===== config.mk =====
export PLATFORM = sky130hd
export DESIGN_NAME = wheel_speed_odometer
export DESIGN_NICKNAME = d
export VERILOG_FILES = /design/src/hdl/wso_pkg.sv /design/src/hdl/wso_divider.sv /design/src/hdl/wheel_speed_odometer.sv
export SDC_FILE = /design/constraint.sdc
export NUM_CORES = 1
export LEC_CHECK = 0
export BUFFER_PORTS_ARGS = -buffer_cell sky130_fd_sc_hd__buf_2
export CORE_ASPECT_RATIO = 0.75
export CORE_UTILIZATION = 60
export CTS_CLUSTER_DIAMETER = 50
export DETAILED_ROUTE_END_ITERATION = 16
export GPL_TIMING_DRIVEN = 0
export HOLD_SLACK_MARGIN = 0.1
export PLACE_DENSITY = 0.79
export RECOVER_POWER = 100
export SLEW_MARGIN = 20
export SYNTH_ARGS = -nofsm -noshare
export SYNTH_HDL_FRONTEND = slang
export SYNTH_SLANG_ARGS = --single-unit

===== constraint.sdc =====
create_clock -name clk -period 14.7 [get_ports clk]
set_input_delay 2.94 -clock clk [delete_from_list [all_inputs] [get_ports clk]]
set_output_delay 2.94 -clock clk [all_outputs]
set_load 0.03 [all_outputs]

===== src/hdl/wso_pkg.sv =====
// ----------------------------------------------------------------------------
// wso_pkg
// Shared widths, constants and divider request/response types for the
// wheel speed odometer.
// ----------------------------------------------------------------------------
package wso_pkg;

    localparam int TICKS_W  = 16;
    localparam int CIRC_W   = 13;
    localparam int RESULT_W = 20;
    localparam int TOTAL_W  = 40;
    localparam int NUM_W    = TOTAL_W + 7;
    localparam int CNT_W    = $clog2(RESULT_W);

    localparam logic [TICKS_W-1:0]  TICKS_STOPPED = '1;
    localparam logic [CIRC_W-1:0]   CIRC_RESET    = CIRC_W'(2230);
    localparam logic [RESULT_W-1:0] RESULT_MAX    = '1;
    localparam logic [TOTAL_W-1:0]  TOTAL_MAX     = '1;

    typedef struct packed {
        logic               start;
        logic [TOTAL_W-1:0] num;
        logic [TOTAL_W-1:0] den;
    } div_req_t;

    typedef struct packed {
        logic                done;
        logic [RESULT_W-1:0] quot;
    } div_rsp_t;

endpackage


===== src/hdl/wso_divider.sv =====
// ----------------------------------------------------------------------------
// wso_divider
// Iterative restoring divider computing min(num*72/den, 2^20-1), one
// quotient bit per cycle after a scale step and an overflow check.
// ----------------------------------------------------------------------------
module wso_divider (
    input  logic              clk,
    input  logic              rst_n,
    input  wso_pkg::div_req_t req,
    output wso_pkg::div_rsp_t rsp
);

    typedef enum logic [2:0] {
        D_IDLE,
        D_SCALE,
        D_CHECK,
        D_ITER,
        D_DONE
    } div_state_t;

    div_state_t                         state_reg;
    logic [wso_pkg::TOTAL_W-1:0]        x_reg;
    logic [wso_pkg::TOTAL_W-1:0]        den_reg;
    logic [wso_pkg::NUM_W-1:0]          n_reg;
    logic [wso_pkg::TOTAL_W-1:0]        rem_reg;
    logic [wso_pkg::RESULT_W-1:0]       low_reg;
    logic [wso_pkg::CNT_W-1:0]          cnt_reg;

    logic [wso_pkg::NUM_W-1:0]          scaled;
    logic [wso_pkg::TOTAL_W-1:0]        high_part;
    logic [wso_pkg::TOTAL_W:0]          trial;
    logic [wso_pkg::TOTAL_W:0]          diff;
    logic                               qbit;

    // x*72 as x*64 + x*8
    assign scaled = {1'b0, x_reg, 6'b0} + {4'b0, x_reg, 3'b0};
    assign high_part = wso_pkg::TOTAL_W'(n_reg[wso_pkg::NUM_W-1:wso_pkg::RESULT_W]);
    assign trial = {rem_reg, low_reg[wso_pkg::RESULT_W-1]};
    assign diff  = trial - {1'b0, den_reg};
    assign qbit  = (trial >= {1'b0, den_reg});

    always_ff @(posedge clk or negedge rst_n)
    begin
        if (!rst_n)
        begin
            state_reg <= D_IDLE;
            cnt_reg   <= '0;
        end
        else
        begin
            unique case (state_reg)
                D_IDLE:
                begin
                    if (req.start)
                    begin
                        x_reg     <= req.num;
                        den_reg   <= req.den;
                        state_reg <= D_SCALE;
                    end
                end
                D_SCALE:
                begin
                    n_reg     <= scaled;
                    state_reg <= D_CHECK;
                end
                D_CHECK:
                begin
                    // quotient too large (or zero divisor) saturates
                    if (high_part >= den_reg)
                    begin
                        low_reg   <= wso_pkg::RESULT_MAX;
                        state_reg <= D_DONE;
                    end
                    else
                    begin
                        rem_reg   <= high_part;
                        low_reg   <= n_reg[wso_pkg::RESULT_W-1:0];
                        cnt_reg   <= '0;
                        state_reg <= D_ITER;
                    end
                end
                D_ITER:
                begin
                    rem_reg <= qbit ? diff[wso_pkg::TOTAL_W-1:0]
                                    : trial[wso_pkg::TOTAL_W-1:0];
                    low_reg <= {low_reg[wso_pkg::RESULT_W-2:0], qbit};
                    cnt_reg <= cnt_reg + 1'b1;
                    if (cnt_reg == wso_pkg::CNT_W'(wso_pkg::RESULT_W - 1))
                    begin
                        state_reg <= D_DONE;
                    end
                end
                D_DONE:
                begin
                    state_reg <= D_IDLE;
                end
                default:
                begin
                    state_reg <= D_IDLE;
                end
            endcase
        end
    end

    assign rsp.done = (state_reg == D_DONE);
    assign rsp.quot = low_reg;

    a_start_idle: assert property (@(posedge clk) disable iff (!rst_n)
        req.start |-> (state_reg == D_IDLE))
        else $error("divider started while busy");

    a_iter_bound: assert property (@(posedge clk) disable iff (!rst_n)
        (state_reg == D_ITER) |-> (cnt_reg < wso_pkg::CNT_W'(wso_pkg::RESULT_W)))
        else $error("divider iteration count out of range");

    a_rem_below_den: assert property (@(posedge clk) disable iff (!rst_n)
        (state_reg == D_ITER) |-> (rem_reg < den_reg))
        else $error("partial remainder not below divisor");

endmodule


===== src/hdl/wheel_speed_odometer.sv =====
// ----------------------------------------------------------------------------
// wheel_speed_odometer
// Bicycle speedometer and odometer over one shared iterative divider.
// ----------------------------------------------------------------------------
// Input channel: rotation_ticks with in_valid/in_stall, one wheel revolution
// time in 5 ms ticks; 65535 marks a stopped wheel. Each request yields
// exactly one result on the output channel (out_valid/out_stall) carrying
// current speed, average speed, total distance, total duration and an
// updated flag.
// Configuration: wheel_circumference_mm with cfg_valid/cfg_ready, always
// ready; write only while the block is idle.
// Sequence: a stopped-wheel or first-revolution request goes straight to the
// output register stage; a counted revolution first updates the totals, then
// runs the divider twice back to back, for speed then average (scale,
// overflow check, 20 quotient bits, done), skipping the quotient bits when a
// quotient saturates. in_stall stays high until the result has been loaded
// into the output register, so a new request is taken only after the
// previous result has been loaded.
// Reset clears the totals, the held speeds and the first-turn flag and
// loads a circumference of 2230 mm. If the receiver stalls, the result
// holds in the output register and a following request is computed but
// waits to be loaded until the pending result is taken.
// ----------------------------------------------------------------------------
module wheel_speed_odometer (
    input  logic                           clk,
    input  logic                           rst_n,
    input  logic                           in_valid,
    output logic                           in_stall,
    input  logic [wso_pkg::TICKS_W-1:0]    rotation_ticks,
    output logic                           out_valid,
    input  logic                           out_stall,
    output logic [wso_pkg::RESULT_W-1:0]   speed_centi_kmh,
    output logic [wso_pkg::RESULT_W-1:0]   average_centi_kmh,
    output logic [wso_pkg::TOTAL_W-1:0]    distance_mm,
    output logic [wso_pkg::TOTAL_W-1:0]    duration_ticks,
    output logic                           updated,
    input  logic                           cfg_valid,
    output logic                           cfg_ready,
    input  logic [wso_pkg::CIRC_W-1:0]     wheel_circumference_mm
);

    typedef enum logic [2:0] {
        S_IDLE,
        S_ACCUM,
        S_SPEED,
        S_SPEED_WAIT,
        S_AVG,
        S_AVG_WAIT,
        S_FINISH
    } seq_state_t;

    seq_state_t                      state_reg;
    logic [wso_pkg::CIRC_W-1:0]      circ_reg;
    logic [wso_pkg::TICKS_W-1:0]     ticks_reg;
    logic                            first_seen_reg;
    logic [wso_pkg::TOTAL_W-1:0]     dist_reg;
    logic [wso_pkg::TOTAL_W-1:0]     dur_reg;
    logic [wso_pkg::RESULT_W-1:0]    speed_reg;
    logic [wso_pkg::RESULT_W-1:0]    avg_reg;
    logic                            upd_reg;

    logic                            out_valid_reg;
    logic [wso_pkg::RESULT_W-1:0]    out_speed_reg;
    logic [wso_pkg::RESULT_W-1:0]    out_avg_reg;
    logic [wso_pkg::TOTAL_W-1:0]     out_dist_reg;
    logic [wso_pkg::TOTAL_W-1:0]     out_dur_reg;
    logic                            out_upd_reg;

    logic [wso_pkg::TOTAL_W:0]       dist_sum;
    logic [wso_pkg::TOTAL_W:0]       dur_sum;
    logic [wso_pkg::TOTAL_W-1:0]     dist_next;
    logic [wso_pkg::TOTAL_W-1:0]     dur_next;
    logic                            in_take;
    logic                            out_free;

    wso_pkg::div_req_t               div_req;
    wso_pkg::div_rsp_t               div_rsp;

    assign in_stall  = (state_reg != S_IDLE);
    assign in_take   = in_valid && !in_stall;
    assign cfg_ready = 1'b1;
    assign out_free  = !out_valid_reg || !out_stall;

    // saturating totals
    assign dist_sum  = {1'b0, dist_reg} + (wso_pkg::TOTAL_W + 1)'(circ_reg);
    assign dur_sum   = {1'b0, dur_reg} + (wso_pkg::TOTAL_W + 1)'(ticks_reg);
    assign dist_next = dist_sum[wso_pkg::TOTAL_W] ? wso_pkg::TOTAL_MAX
                                                  : dist_sum[wso_pkg::TOTAL_W-1:0];
    assign dur_next  = dur_sum[wso_pkg::TOTAL_W] ? wso_pkg::TOTAL_MAX
                                                 : dur_sum[wso_pkg::TOTAL_W-1:0];

    always_comb
    begin
        div_req.start = (state_reg == S_SPEED) || (state_reg == S_AVG);
        if (state_reg == S_AVG)
        begin
            div_req.num = dist_reg;
            div_req.den = dur_reg;
        end
        else
        begin
            div_req.num = wso_pkg::TOTAL_W'(circ_reg);
            div_req.den = wso_pkg::TOTAL_W'(ticks_reg);
        end
    end

    wso_divider u_divider (
        .clk   (clk),
        .rst_n (rst_n),
        .req   (div_req),
        .rsp   (div_rsp)
    );

    always_ff @(posedge clk or negedge rst_n)
    begin
        if (!rst_n)
        begin
            circ_reg <= wso_pkg::CIRC_RESET;
        end
        else if (cfg_valid && cfg_ready)
        begin
            circ_reg <= wheel_circumference_mm;
        end
    end

    always_ff @(posedge clk or negedge rst_n)
    begin
        if (!rst_n)
        begin
            state_reg      <= S_IDLE;
            first_seen_reg <= 1'b0;
            dist_reg       <= '0;
            dur_reg        <= '0;
            speed_reg      <= '0;
            avg_reg        <= '0;
            upd_reg        <= 1'b0;
            out_valid_reg  <= 1'b0;
        end
        else
        begin
            if (out_valid_reg && !out_stall && (state_reg != S_FINISH))
            begin
                out_valid_reg <= 1'b0;
            end
            unique case (state_reg)
                S_IDLE:
                begin
                    if (in_take)
                    begin
                        ticks_reg <= rotation_ticks;
                        priority if (rotation_ticks == wso_pkg::TICKS_STOPPED)
                        begin
                            speed_reg <= '0;
                            upd_reg   <= 1'b0;
                            state_reg <= S_FINISH;
                        end
                        else if (!first_seen_reg)
                        begin
                            first_seen_reg <= 1'b1;
                            upd_reg        <= 1'b0;
                            state_reg      <= S_FINISH;
                        end
                        else
                        begin
                            upd_reg   <= 1'b1;
                            state_reg <= S_ACCUM;
                        end
                    end
                end
                S_ACCUM:
                begin
                    dist_reg  <= dist_next;
                    dur_reg   <= dur_next;
                    state_reg <= S_SPEED;
                end
                S_SPEED:
                begin
                    state_reg <= S_SPEED_WAIT;
                end
                S_SPEED_WAIT:
                begin
                    if (div_rsp.done)
                    begin
                        speed_reg <= div_rsp.quot;
                        state_reg <= S_AVG;
                    end
                end
                S_AVG:
                begin
                    state_reg <= S_AVG_WAIT;
                end
                S_AVG_WAIT:
                begin
                    if (div_rsp.done)
                    begin
                        avg_reg   <= div_rsp.quot;
                        state_reg <= S_FINISH;
                    end
                end
                S_FINISH:
                begin
                    if (out_free)
                    begin
                        out_valid_reg <= 1'b1;
                        out_speed_reg <= speed_reg;
                        out_avg_reg   <= avg_reg;
                        out_dist_reg  <= dist_reg;
                        out_dur_reg   <= dur_reg;
                        out_upd_reg   <= upd_reg;
                        state_reg     <= S_IDLE;
                    end
                end
                default:
                begin
                    state_reg <= S_IDLE;
                end
            endcase
        end
    end

    assign out_valid         = out_valid_reg;
    assign speed_centi_kmh   = out_speed_reg;
    assign average_centi_kmh = out_avg_reg;
    assign distance_mm       = out_dist_reg;
    assign duration_ticks    = out_dur_reg;
    assign updated           = out_upd_reg;

    a_div_done_waiting: assert property (@(posedge clk) disable iff (!rst_n)
        div_rsp.done |-> (state_reg == S_SPEED_WAIT || state_reg == S_AVG_WAIT))
        else $error("divider result arrived outside a wait state");

    a_first_seen_sticky: assert property (@(posedge clk) disable iff (!rst_n)
        !$fell(first_seen_reg))
        else $error("first-turn flag cleared");

    a_stopped_zero_speed: assert property (@(posedge clk) disable iff (!rst_n)
        (in_take && rotation_ticks == wso_pkg::TICKS_STOPPED) |=> (speed_reg == '0))
        else $error("stopped wheel did not clear speed");

    a_totals_monotonic: assert property (@(posedge clk) disable iff (!rst_n)
        (state_reg == S_ACCUM) |=> (dist_reg >= $past(dist_reg) && dur_reg >= $past(dur_reg)))
        else $error("totals decreased");

endmodule


Word-level counts from Yosys, hierarchy flattened
Cells that the tools add are included.
Word-level totals
  register bits: 471
  word-level logic and storage cells: 109
  input port bits: 34
Cells by class
  eq/ne operators: 21
  reductions and logical operators: 26
  add/subtract/negate cells: 5
  bitwise gates (word level): 1
  $lt $le $gt $ge: 2
  multiplexer cells: 30
Operators by type and width (count)
  $mux 40: 4
  $mux 20: 4
  $pmux 20 s2: 2
  $pmux 40 s2: 1
  $mux 53: 1
  $add 46x43->47: 1
  $add 40x13->41: 1
  $add 40x16->41: 1
  $ge 41x40->1: 1
  $ge 27x40->1: 1
  $sub 40x40->40: 1
  $mux 3: 9
  $pmux 3 s7: 1
  $eq 16x16->1 const B: 1
  $reduce_and 3->1: 5
  $ne 2x2->1 const B: 7
  $eq 3x2->1 const B: 4
  $eq 3x3->1 const B: 4
  $pmux 3 s4: 1
  $reduce_and 2->1: 6
  $pmux 5 s2: 1
  $reduce_and 4->1: 2
  $eq 3x1->1 const B: 2
  $logic_not 3->1: 2
  12 further kinds: 22

Logic depth before layout (Yosys ltp)
Gate-level depths: netlist (run 1).
  word-level depth: 6
  gate-level depth with buffers: 15
  depth with buffers taken out: 13

Modules after synthesis
A second synthesis (run 1) with hierarchy kept.
Unflattened totals
  cells, all modules: 2068
  area total of the unflattened synthesis: 24245.8 um2
Modules (own cells, without submodules)
  wheel_speed_odometer: cells each 968, area each 12405.6 um2, times used 1
  wso_divider: cells each 1100, area each 11840.1 um2, times used 1

Least setup slack after synthesis (run 1)
Ideal clock, no wire load.
  kind: input-to-reg
  start point: in out_stall
  end point: reg out_avg_reg, in the netlist average_centi_kmh[0], enable pin
  buffers on the path: 0
  required time: 13951 ps
  arrival: 11230 ps
  slack: 2721 ps
  cell stages on the path: 3
  setup time: 749 ps
  cells stage by stage: nand2_1 > nand2_1 > nor3_1
Between the ends
  cells in the longest elaborated chain, start to end: 3
RTL lines
  from (decl): line wheel_speed_odometer.sv:31  | input logic out_stall,
  $logic_not 1->1: line wheel_speed_odometer.sv:82  | assign out_free = !out_valid_reg || !out_stall;
  $logic_or 1x1->1: line wheel_speed_odometer.sv:82
  $reduce_and 3->1 (no line)
  to (signal assigned): line wheel_speed_odometer.sv:206  | out_avg_reg <= avg_reg;
  to (decl): line wheel_speed_odometer.sv:64  | logic [wso_pkg::RESULT_W-1:0] out_avg_reg;
No other way between the ends.
A chain may end at the register's enable or synchronous reset.

Final worst setup path (run 1)
  start point: in rst_n
  end point: reg u_divider.x_reg[23] (netlist bit), enable pin
Between the ends
  cells in the longest elaborated chain, start to end: 1
RTL lines
  from (decl): line wheel_speed_odometer.sv:26  | input logic rst_n,
  $reduce_and 3->1 (no line)
  to (signal assigned): line wso_divider.sv:56  | x_reg <= req.num;
  to (decl): line wso_divider.sv:22  | logic [wso_pkg::TOTAL_W-1:0] x_reg;
No other way between the ends.

==> flow_summary.yaml, run 1 <==
run_status:
  status: "finished with violations"
  failed_checks: "max-capacitance violations, max-slew violations"
placed_design:
  dp_hpwl_um: 42100
  port_buffers: 156
  place_area_mm2: 0.0254
  dp.cells: 2674
  place.gp.congestion: 0.917
yosys:
  syn_inst: 1985
  synth_top_area_share_pct: 40.8
  ys_seq_elements: 468
  netlist.top_cell.by_area: "edfxtp_1"
  yosysSeqAreaShare_pct: 56.4
  syn_area_mm2: 0.0236
  synth_cell_types: 83
  synth_ff_type: "edfxtp_1"
  async_flop_share_pct: 31.4
  yosys_warnings: 0
  postSynthAreaPerCell_um2: 11.9
  synthTopCellsByArea: "edfxtp_1 41%, dfrtp_1 15%, ha_1 7.1%"
  syn-num-nets: 2157
  synth_edf_count: 321
setup_path:
  reg2reg_to: "u_divider.rem_reg[36]$_SDFFCE_PN0P_"
  r2r_slack_ns: 8.94
  crit_path_start_kind: "primary input"
  reg2reg_from: "u_divider.n_reg[20]$_DFFE_PP_"
  crit_fanout: 88
  cp_cell_sequence: "clkbuf_1 > buf_16 > nand3_1 > nor2_1 > clkbuf_1 > clkbuf_1 > clkbuf_1"
  worstSetupStartpoint: "rst_n"
  slowest_stage: "clkbuf_1"
  critPathMaxStageDelay_ns: 2.51
  arrival_ns: 9.11
  end_kind: "flop"
  cp_common_cell: "clkbuf_1"
  worstRegToRegCells: 12
  cp.required_ns: 14.87
  crit_type: "primary input to flop"
die:
  io_pins: 158
  rows: 62
  initial_utilization_pct: 61.3
  die-area_mm2: 0.0402
  die_h_um: 174
  core_mm2: 0.0386
  die_w_um: 231
grt:
  grt_pass1_vias: 16200
  grt_max_degree: 89
  grt_use_total_pct: 28.4
  grt-ovfl-total: 0
  grt_antenna_before_repair: 10
  grt_pass1_wl_um: 88700
clock_network:
  clk_pin_slew_ns: 0.06
  cts_buffer_depth: 3
  htree_num_levels: 2
  cts_tree: "done"
  cts_buffers: 46
  clock_latency_ns: 0.57
  post_cts_buffers: 0
  cts_resized: 0
  clkSinkCount: 468
  root_buffer: "clkbuf_16"
  cts_hold_buf: 0
timing:
  fmax_ghz: 0.112
  grt_setup_unrepaired: "no"
  slew_headroom_pct: -144
  finalMaxSlewViolations: 124
  hold_ws_ns: 0.442
  finalSetupTns_ns: 0
  clock_skew_ns: 0.0220
  finalSetupViolCount: 0
  period_needed_ns: 8.93
  hold_viol: 0
  max_slew.worst_pin.slew_ns: 3.67
  period_share_pct: 60.8
cells_and_area:
  largest_reg_flops: 44
  fin_area_mm2: 0.0264
  fillers: 2800
  layout.cells.non_filler: 2770
  layout.nets: 2382
  final_util_pct: 68.5
  drive_gt1_share_pct: 8.28
  areaGrowthSynthToFinish_pct: 11.7
hold_path:
  hold_class: "flop to flop"
  hp-start: "avg_reg[17]$_DFFE_PN0P_"
  whs_path_depth: 0
  min_to: "average_centi_kmh[17]$_DFFE_PP_"
detailed_routing:
  viasPerCell: 6.10
  drt_iter0_markers: 1674
  final_antenna_net_count: 0
  drc_errors: 0
  drt-total-wl_um: 56700
  drtPass1Iterations: 6
  num_vias: 16900
  wl_per_cell_um: 20.5
pwr:
  cellPowerDensity_mw_per_mm2: 174
  irDropWorstVdd_mv: 0.120
  power.leakage_nw: 10.7
job:
  drv.max_cap_violation_count: 3
cell usage after synthesis (26+ instances only):
cell      count
edfxtp_1    321
nand2_1     184
dfrtp_1     141
ha_1        134
a21oi_1     112
nor2_1       96
inv_1        86
o21ai_0      84
xnor2_1      75
mux2_2       68
and2_1       58
a21o_1       54
nand3_1      50
clkbuf_1     47
nor3_1       37
xor2_1       33
mux2i_1      29
nand4_1      29
o22a_1       26
area by class of cell:
| type | instances | area [µm²] | area share (%) |
|---|---|---|---|
| buffer | 64 | 250 | 0.948 |
| tap | 512 | 641 | 2.43 |
| timing repair buffer | 177 | 714 | 2.71 |
| clock buffer | 63 | 1310 | 4.95 |
| sequential | 468 | 13300 | 50.5 |
| clock inverter | 22 | 235 | 0.891 |
| multi-input combinational | 1367 | 9580 | 36.3 |
| antenna | 11 | 27.5 | 0.104 |
| inverter | 86 | 323 | 1.22 |
per-stage QoR:
| stage | setup slack, ns | power, mW |
|---|---|---|
| detailed placement | 9.00 | 3.45 |
| finish | 5.77 | 4.60 |
| floorplan | 2.72 | 3.02 |
| CTS | 9.59 | 4.65 |
| global route | 4.90 | 4.83 |
| global placement | -3.75 | 3.38 |
per-layer routing:
layer,vias to the layer above,wire length (µm),track usage [%]
met4,0,1910,9.91
met2,822,24200,41.0
li1,7844,-,-
met3,109,5530,5.99
met5,-,0,0
met1,8127,25100,42.7
placed cells by master (no fill, tap or decap), drive strengths merged, types with 30 or more instances in the layout:
cell type	count
clkbuf	274
nand3	50
and2	58
xor2	33
nand2	185
dfrtp	141
nor2	96
ha	134
mux2	70
xnor2	75
a21o	54
inv	89
edfxtp	321
nor3	37
o21ai	109
a21oi	118
buf	30
logic make-up (layout without fill, tap and decap cells):
family	Yosys count	after routing	synth area share, %
simple gates	549	549	11.4
compound gates	472	472	13.5
flops	468	468	56.4
buf+inv	150	412	2.70
fa+ha+maj	138	138	7.43
xor+xnor	108	108	4.00
mux	99	99	4.58
other cells	1	12	0.0159
worst max-delay path by stage:
stage	to	slack, ns	cells past startpoint
2_1_floorplan	average_centi_kmh[0]$_DFFE_PP_	2.72	3
3_3_place_gp	duration_ticks[7]$_DFFE_PP_	-3.75	3
3_5_place_dp	duration_ticks[7]$_DFFE_PP_	9.00	8
4_1_cts	duration_ticks[6]$_DFFE_PP_	9.59	8
5_1_grt	u_divider.x_reg[10]$_DFFE_PP_	4.90	7
6_report	u_divider.x_reg[23]$_SDFFCE_PN0P_	5.77	7
worst max-delay path: cells and delay by family:
family / cells / cell delay [ns]
and+or+nand+nor: 2 / 0.49
buffers and inverters: 5 / 5.52
where the power goes:
part           internal (mW)  switching (mW)
registers               1.74           0.189
logic                  0.574           0.903
clock network          0.697           0.500
(Power assumes the default switching activity.)
==> run 2, diff against run 1 <==
==> constraint.sdc (replaced) <==
create_clock -name clk -period 9.2 [get_ports clk]
set_input_delay 1.84 -clock clk [delete_from_list [all_inputs] [get_ports clk]]
set_output_delay 1.84 -clock clk [all_outputs]
set_load 0.03 [all_outputs]
==> run 2 against run 1 <==
The run still ends with max-capacitance violations, max-slew violations left. Non-clock buffer count shrank 7. Largest power group unchanged. Flip-flop and latch count unchanged. Cell area increased by 0.13%. First-iteration DRC count is 0.54% lower.
==> flow_summary.yaml, run 2 (synthesis gave the netlist of run 1 again) <==
run_status:
  status: "finished with violations"
  failed_checks: "max-capacitance violations, max-slew violations"
timing:
  grt_setup_unrepaired: "no"
  layout_setup_ws_ns: 2.94
  clock_skew_ns: 0.0188
  finalMaxSlewViolations: 114
  slew_headroom_pct: -19.1
  finalSetupTns_ns: 0
  finalSetupViolCount: 0
  max_slew.worst_pin.slew_ns: 1.77
  hold_viol: 0
  fmax_ghz: 0.160
  period_share_pct: 68.0
  period_needed_ns: 6.26
detailed_routing:
  wl_per_cell_um: 20.8
  drc_errors: 0
  final_antenna_net_count: 0
  num_vias: 17000
  viasPerCell: 6.16
  drtPass1Iterations: 5
  drt-total-wl_um: 57400
  drt_iter0_markers: 1665
clock_network:
  cts_hold_buf: 0
  clk_pin_slew_ns: 0.06
  cts_buffers: 47
  clock_latency_ns: 0.57
  cts_resized: 0
  cts_tree: "done"
  cts_buffer_depth: 3
  root_buffer: "clkbuf_16"
  htree_num_levels: 2
  post_cts_buffers: 0
  clkSinkCount: 468
placed_design:
  place_area_mm2: 0.0254
  place.gp.congestion: 0.961
  dp_hpwl_um: 42400
  dp_slack_ns: 4.47
  port_buffers: 156
pwr:
  internal_power_mw: 4.85
  irDropWorstVdd_mv: 0.177
  power.leakage_nw: 10.7
  power_mw: 7.45
  p_clk_share_pct: 26.6
  p_seq_share_pct: 41.2
  cellPowerDensity_mw_per_mm2: 282
  swShare_pct: 34.9
  p_comb_share_pct: 32.2
  p_sw_mw: 2.60
grt:
  grt-ovfl-total: 0
  gr-usage-met2_pct: 42.7
  grt_use_total_pct: 28.7
  grt_pass1_vias: 16300
  grt_antenna_before_repair: 1
  grt_max_degree: 90
  grt_pass1_wl_um: 89600
  gr-max-usage-layer: "met1"
  grtUsageMet3_pct: 4.97
  globalRouteMet1Util_pct: 43.1
die:
  initial_utilization_pct: 61.3
  die_h_um: 174
  die_w_um: 231
  rows: 62
  io_pins: 158
  core_mm2: 0.0386
  die-area_mm2: 0.0402
setup_path:
  end_kind: "flop"
  r2r_slack_ns: 3.24
  arrival_ns: 6.46
  reg2reg_from: "u_divider.n_reg[20]$_DFFE_PP_"
  crit_fanout: 89
  crit_path_start_kind: "primary input"
  cp.required_ns: 9.40
  worstSetupStartpoint: "rst_n"
  crit_type: "primary input to flop"
cells_and_area:
  most-common-layout-cells: "321 x edfxtp_1, 221 x clkbuf_1, 185 x nand2_1, 141 x dfrtp_1, 134 x ha_1"
  areaGrowthSynthToFinish_pct: 11.9
  fillers: 2808
  final_util_pct: 68.6
  layout.nets: 2376
  fin_area_mm2: 0.0264
  final_common_cell: "edfxtp_1"
  drive_gt1_share_pct: 8.43
  largest_reg_flops: 44
job:
  drv.max_cap_violation_count: 5
hold_path:
  hp-start: "avg_reg[4]$_DFFE_PN0P_"
  hold_class: "flop to flop"
## run 2: cell count changes in the layout (fill, tap and decap cells not counted), sizes merged
| cell | previous run | this run |
|---|---|---|
| diode | 11 | 1 |
| buf | 30 | 24 |
| clkinvlp | 6 | 1 |
| clkbuf | 274 | 277 |
| inv | 89 | 92 |
| clkinv | 9 | 10 |
## run 2: layout make-up
type / instances / area [µm²] / area share, %
inverter: 86 / 323 / 1.22
antenna: 1 / 2.50 / 0.00947
timing repair buffer: 170 / 714 / 2.70
tap: 512 / 641 / 2.42
clock inverter: 21 / 243 / 0.918
buffer: 64 / 249 / 0.942
multi-input combinational: 1367 / 9580 / 36.2
sequential: 468 / 13300 / 50.4
clock buffer: 67 / 1360 / 5.16
## run 2: routing by layer
layer | up-vias | share of wire [%]
li1 | 7814 | -
met1 | 8252 | 45
met2 | 797 | 44
met3 | 110 | 8.5
met4 | 0 | 3.0
met5 | - | 0
## run 2: worst max-delay path, cell delays in order
cell      delay, ns
buf_8          0.36
buf_16         0.40
nand2_1        0.11
nor3_1         1.34
clkbuf_1       0.76
clkbuf_1       0.75
clkbuf_1       0.78
## run 2: through the flow
stage               hold WS, ns  instances
floorplan                 0.419       1985
global placement          0.426       2653
detailed placement        0.430       2667
CTS                       0.445       2755
global route              0.461       2756
finish                    0.444       2756
## run 2: path summary, 6_finish.rpt
path,to,depth (start not counted)
max,duration_ticks[16]$_DFFE_PP_,7
min,average_centi_kmh[4]$_DFFE_PP_,0
max reg2reg,u_divider.rem_reg[30]$_SDFFCE_PN0P_,12
min reg2reg,average_centi_kmh[4]$_DFFE_PP_,0
max in group asynchronous,dur_reg[8]$_DFFE_PN0P_,2
min in group asynchronous,circ_reg[6]$_DFFE_PN0P_,1
## run 2: power groups by stage
stage	sequential (mW)	clock (mW)	combinational (mW)
floorplan	3.06	0	1.76
global placement	3.10	0	2.31
detailed placement	3.09	0	2.46
CTS	3.05	2.00	2.48
global route	3.10	2.08	2.62
finish	3.07	1.98	2.40
